`src/rtl/plps_pkg.sv`:
```
package plps_pkg;

	localparam int BASE_W = 20;
	localparam int HGT_W  = 16;
	localparam int AXIS_W = 16;
	localparam int CFG_W  = 24;
	localparam int IDX_W  = 3;
	localparam int PROD_W = AXIS_W + HGT_W;
	localparam int OFS_W  = 21;
	localparam int NRM_W  = 9;
	localparam int SQ_W   = 2 * OFS_W;
	localparam int LEN_W  = SQ_W / 2;
	localparam int DOTP_W = OFS_W + NRM_W;
	localparam int DOT_W  = 32;
	localparam int RAT_W  = LEN_W + CFG_W;
	localparam int FALL_W = 17;
	localparam int DIVD_W = DOT_W - 1 + 16;
	localparam int DIVS_W = LEN_W + 7;
	localparam int ANG_W  = 19;
	localparam int INT_W  = 19;
	localparam int CHP_W  = CFG_W + INT_W;

	localparam logic [FALL_W-1:0] ONE_Q16 = FALL_W'(65536);
	localparam logic signed [PROD_W-1:0] ROUND_HALF = PROD_W'(8192);

	localparam logic signed [AXIS_W-1:0] UP_X_RST = 16'sd0;
	localparam logic signed [AXIS_W-1:0] UP_Y_RST = 16'sd0;
	localparam logic signed [AXIS_W-1:0] UP_Z_RST = 16'sd16384;
	localparam logic [CFG_W-1:0] INV_R_RST = 24'd65536;
	localparam logic [CFG_W-1:0] COLOR_RST = 24'd65280;

	typedef enum logic [IDX_W-1:0] {
		REG_UP_X    = 3'd0,
		REG_UP_Y    = 3'd1,
		REG_UP_Z    = 3'd2,
		REG_INV_R   = 3'd3,
		REG_COLOR_R = 3'd4,
		REG_COLOR_G = 3'd5,
		REG_COLOR_B = 3'd6
	} reg_idx_t;

	typedef struct packed {
		logic [7:0] r;
		logic [7:0] g;
		logic [7:0] b;
	} rgb_t;

	typedef struct packed {
		logic en;
		logic valid;
	} pctl_t;

	typedef struct packed {
		logic signed [DOT_W-1:0] dot;
		rgb_t                    old;
	} sqs_t;

	typedef struct packed {
		logic [FALL_W-1:0] fall;
		rgb_t              old;
	} dvs_t;

endpackage

```
`src/rtl/plps_isqrt.sv`:
```
module plps_isqrt (
	input  logic                          clk,
	input  logic                          arst_n,
	input  plps_pkg::pctl_t               ctl,
	input  logic [plps_pkg::SQ_W-1:0]     sq,
	input  plps_pkg::sqs_t                side_in,
	output logic                          valid,
	output logic [plps_pkg::LEN_W-1:0]    len,
	output plps_pkg::sqs_t                side_out
);
	localparam int SW = plps_pkg::SQ_W;
	localparam int LW = plps_pkg::LEN_W;

	logic                 vld_s  [0:LW];
	logic [SW-1:0]        rem_s  [0:LW];
	logic [LW-1:0]        root_s [0:LW];
	plps_pkg::sqs_t       side_s [0:LW];

	assign vld_s[0]  = ctl.valid;
	assign rem_s[0]  = sq;
	assign root_s[0] = '0;
	assign side_s[0] = side_in;

	// one result bit per stage, remainder kept as sq - root^2
	for (genvar k = 0; k < LW; k++) begin : g_bit
		localparam int B = LW - 1 - k;
		logic [SW:0] trial;

		always_comb begin
			trial = ((SW+1)'(root_s[k]) << (B + 1)) | ((SW+1)'(1) << (2 * B));
		end

		always_ff @(posedge clk or negedge arst_n) begin
			if (!arst_n) begin
				vld_s[k+1] <= 1'b0;
			end else if (ctl.en) begin
				vld_s[k+1] <= vld_s[k];
			end
		end

		always_ff @(posedge clk) begin
			if (ctl.en) begin
				if ({1'b0, rem_s[k]} >= trial) begin
					rem_s[k+1]  <= SW'({1'b0, rem_s[k]} - trial);
					root_s[k+1] <= root_s[k] | (LW'(1) << B);
				end else begin
					rem_s[k+1]  <= rem_s[k];
					root_s[k+1] <= root_s[k];
				end
				side_s[k+1] <= side_s[k];
			end
		end
	end

	assign valid    = vld_s[LW];
	assign len      = root_s[LW];
	assign side_out = side_s[LW];
endmodule

```
`config.mk`:
```
export PLATFORM = sky130hd
export DESIGN_NAME = plps_isqrt
export DESIGN_NICKNAME = d
export VERILOG_FILES = /design/src/rtl/plps_pkg.sv /design/src/rtl/plps_isqrt.sv
export SDC_FILE = /design/constraint.sdc
export NUM_CORES = 2
export LEC_CHECK = 0
export BUFFER_PORTS_ARGS = -buffer_cell sky130_fd_sc_hd__buf_2
export CAP_MARGIN = 20
export CORE_AREA = 2 2 494 545
export DETAILED_ROUTE_END_ITERATION = 7
export DIE_AREA = 0 0 496 547
export PLACE_DENSITY_LB_ADDON = 0.3
export SETUP_SLACK_MARGIN = 0.2
export SLEW_MARGIN = 15
export SYNTH_ARGS = -nofsm -noshare
export SYNTH_HDL_FRONTEND = slang
export SYNTH_SLANG_ARGS = --single-unit
```
`constraint.sdc`:
```
create_clock -name clk -period 4.2 [get_ports clk]
set_input_delay 0.21 -clock clk [delete_from_list [all_inputs] [get_ports clk]]
set_output_delay 0.21 -clock clk [all_outputs]
set_load 0.02 [all_outputs]
```
==> impl_metrics.tcl <==
set metrics [dict create \
    synth_area_um2 87360 \
    vias_per_cell 4.528 \
    power_density_nw_per_um2 531.0 \
    gp_congestion 0.9196 \
    wl_per_cell_um 15.68 \
    finalWirelength_mm 149.1 \
    yosysSeqAreaShare 0.7784 \
    floorplan.initialDensity 0.3285 \
    fin_worst_skew_ns 0.1088 \
    cts_resized 0 \
    rows 199 \
    synth_edf_count 2247 \
    ant_nets 0 \
    die_x_um 496 \
    grt_antenna_before_repair 6 \
    grt_pass1_wl_mm 236.6 \
    synth.distinct_cells 78 \
    period_minus_slack_ns 3.702 \
    clockBufferDepth 4 \
    period_share 0.8815 \
    grt_pass1_vias 44390 \
    cpMaxStageDelayCell "or4_4" \
    cts.root.buffer_cell "clkbuf_16" \
    first_iter_violations 2669 \
    synth_cells 5263 \
    drive_gt1_frac 0.1113 \
    hp-class "in -> reg" \
    yosysWarnings 0 \
    die-area_um2 271300 \
    drv_cap 0 \
    htree_levels 4 \
    die_y_um 547 \
    pre_cts_slack_ns 0.4610 \
    tightest_slew_ns 1.093 \
    numCtsBuffers 237 \
    core-area_um2 265900 \
    drc_errors 0 \
    grt-ovfl-total 0 \
    final_cell_count_no_fill 9512 \
    hold_buffers 173 \
    critPathMaxFanout 12 \
    ir_drop_mv 0.3530 \
    cp.required_ns 4.75 \
    slew_headroom 0.2712 \
    grt_util_all_layers 0.1084 \
    portBuffers 179 \
    grt_max_degree 197 \
    synth_area_per_cell_um2 16.60 \
    cp_cell_sequence "or4_4 -> or4_4 -> or3_1 -> or3_1 -> or3_4 -> nor2_2 -> mux2_1" \
    vias 43080 \
    synth-seq-cells 2268 \
    globalRouteMet3Util 0.02129 \
    synthArstFlopShare 0.009259 \
    post-place-cells 8912 \
    clkSinkCount 2268 \
    syn_to_final_growth_pct 16.76 \
    met1_usage 0.1232 \
    setup_viol 0 \
    final_max_slew_viol_count 0 \
    critPathLaunchType "flop" \
    fmax_mhz 270.1 \
    syn-num-nets 5613 \
    firstDrtPassIters 7 \
    cts_tree "built" \
    status "completed" \
    dp_hpwl_mm 98.88 \
    crit_type "reg -> reg" \
    post_cts_buffers 0 \
    busiest_layer "met2" \
    synthFlopType "edfxtp_1" \
    finalWorstSetupSlack_ns 0.4979 \
    slowest_delay_ns 0.59 \
    tns_ns 0 \
    io_pins 180 \
    power_mw 54.16 \
    cp.arrival_ns 4.26 \
    nNetsFinal 6157 \
    clkSlewWorstSetupHoldPaths_ns 0.06 \
    clk-insertion-delay-late_ns 0.90 \
    crit_path_end_kind "flop" \
    grtUsageMet2 0.1933 \
    p_leak_nw 36.31 \
    rsz0062_at_grt "no" \
    final_hold_viol_count 0 \
]
==> kinds of logic (layout without fill, tap and decap cells) <==
kind of cell             count (synthesis)  after routing  share of synthesized area
multiplexers                            57             57                   0.007247
XOR/XNOR                               346            346                    0.03469
flip-flops                            2268           2268                     0.7784
buffers and inverters                  425           1155                    0.02097
AND/OR/NAND/NOR                       1196           1196                    0.07111
AO/OA/AOI/OAI                          723            723                    0.05209
other                                    0              2                          0
adder cells (fa/ha/maj)                248            248                    0.03552
==> layer usage <==
metal | vias up | share of wire
met5 | - | 0
met4 | 0 | 0.048
met3 | 392 | 0.039
met2 | 783 | 0.51
met1 | 20750 | 0.40
li1 | 21150 | -
==> synthesized netlist by cell type, types with 8 or more instances <==
master / n / area share
xor2_1: 195 / 0.020
nor4_1: 134 / 0.0096
nand4b_1: 16 / 0.0016
mux2_2: 47 / 0.0061
a21boi_0: 16 / 0.0014
o311ai_0: 8 / 0.00080
nand2b_1: 52 / 0.0037
nand3b_1: 20 / 0.0017
o21ai_0: 175 / 0.010
o31ai_1: 49 / 0.0042
or4_1: 27 / 0.0023
or2_2: 25 / 0.0018
a2111oi_0: 10 / 0.0010
nor3_1: 143 / 0.0082
nor3b_1: 13 / 0.0011
buf_4: 57 / 0.0049
a21oi_1: 212 / 0.012
nand4_1: 50 / 0.0036
or3_1: 48 / 0.0034
nor4b_1: 16 / 0.0016
o21a_1: 70 / 0.0060
o211ai_1: 20 / 0.0017
inv_1: 305 / 0.013
and2_1: 12 / 0.00086
clkbuf_1: 50 / 0.0021
a21o_1: 46 / 0.0040
o21bai_1: 8 / 0.00069
and3_1: 13 / 0.00093
nand3_1: 56 / 0.0032
edfxtp_1: 2247 / 0.77
nand2_1: 270 / 0.012
o31a_1: 11 / 0.0011
nor2b_1: 41 / 0.0029
nor2_1: 234 / 0.010
xnor2_1: 151 / 0.015
a211oi_1: 26 / 0.0022
ha_1: 248 / 0.036
a31oi_1: 17 / 0.0012
dfrtp_1: 21 / 0.0060
==> final timing paths <==
| kind | start | endpoint | slack (ns) | cells after the start |
|---|---|---|---|---|
| setup / recovery | rem_s[408] | rem_s[361] | 0.50 | 7 |
| hold / removal | side_in[50] | side_s[1170] | 0.10 | 2 |
| setup reg to reg | rem_s[408] | rem_s[361] | 0.50 | 7 |
| hold reg to reg | rem_s[771] | rem_s[729] | 0.37 | 0 |
| max in group asynchronous | arst_n | vld_s[20] | 3.04 | 3 |
| min in group asynchronous | arst_n | vld_s[6] | 0.57 | 3 |
==> per-stage QoR <==
| stage | util | instance area [um^2] | hold WS [ns] |
|---|---|---|---|
| 4_1_cts | 0.3836 | 102000 | 0.01397 |
| 2_1_floorplan | - | 87360 | -0.08559 |
| 3_3_place_gp | 0.3489 | 92770 | 0.1680 |
| 6_report | 0.3836 | 102000 | 0.1012 |
| 5_1_grt | 0.3836 | 102000 | 0.03698 |
| 3_5_place_dp | 0.3489 | 92770 | 0.1862 |
==> power by group <==
| part | switching (mW) | internal [mW] |
|---|---|---|
| sequential | 1.13 | 27.4 |
| clock | 8.41 | 11.7 |
| combinational | 3.18 | 2.30 |
==> critical path: cells and delay by family (launching register included) <==
family           cells  cell delay (ns)
DFF                  1             0.47
muxes                1             0.38
and+or+nand+nor      6             2.58
==> layout make-up <==
| type | instances | area, um^2 |
|---|---|---|
| Multi-Input combinational cell | 2570 | 17550 |
| Timing Repair Buffer | 423 | 3401 |
| Inverter | 307 | 1152 |
| Clock buffer | 288 | 6143 |
| Fill cell | 24310 | 163900 |
| Clock inverter | 137 | 1355 |
| Tap cell | 3517 | 4400 |
| Sequential cell | 2268 | 68000 |
| Antenna cell | 2 | 5.005 |
==> sequential cells by signal (all words and copies together) (netlist names) <==
name,cells
valid,1
g_bit.trial,210
side_out,56
side_s,1120
len,21
rem_s,840
vld_s,20
==> cells in the final DEF, fill, tap and decap left out, types with 16 or more instances in the layout <==
cell,synthesis,final
edfxtp_1,2247,2247
inv_1,305,305
nand2_1,270,270
ha_1,248,248
clkbuf_16,0,238
nor2_1,234,234
a21oi_1,212,212
xor2_1,195,195
buf_2,6,178
o21ai_0,175,175
dlygate4sd3_1,0,173
xnor2_1,151,151
nor3_1,143,142
nor4_1,134,134
o21a_1,70,70
nand3_1,56,56
buf_4,57,53
nand2b_1,52,52
nand4_1,50,50
clkbuf_1,50,50
o31ai_1,49,49
clkinv_1,2,49
or3_1,48,48
mux2_2,47,47
clkinv_2,0,47
a21o_1,46,46
nor2b_1,41,41
or4_1,27,27
or2_2,25,25
a211oi_1,26,25
bufinv_16,0,22
dfrtp_1,21,21
nand3b_1,20,20
o211ai_1,20,20
buf_12,0,19
a31oi_1,17,17
a21boi_0,16,16
nand4b_1,16,16
nor4b_1,16,16
Note: power is estimated with default switching activity, not from simulation.
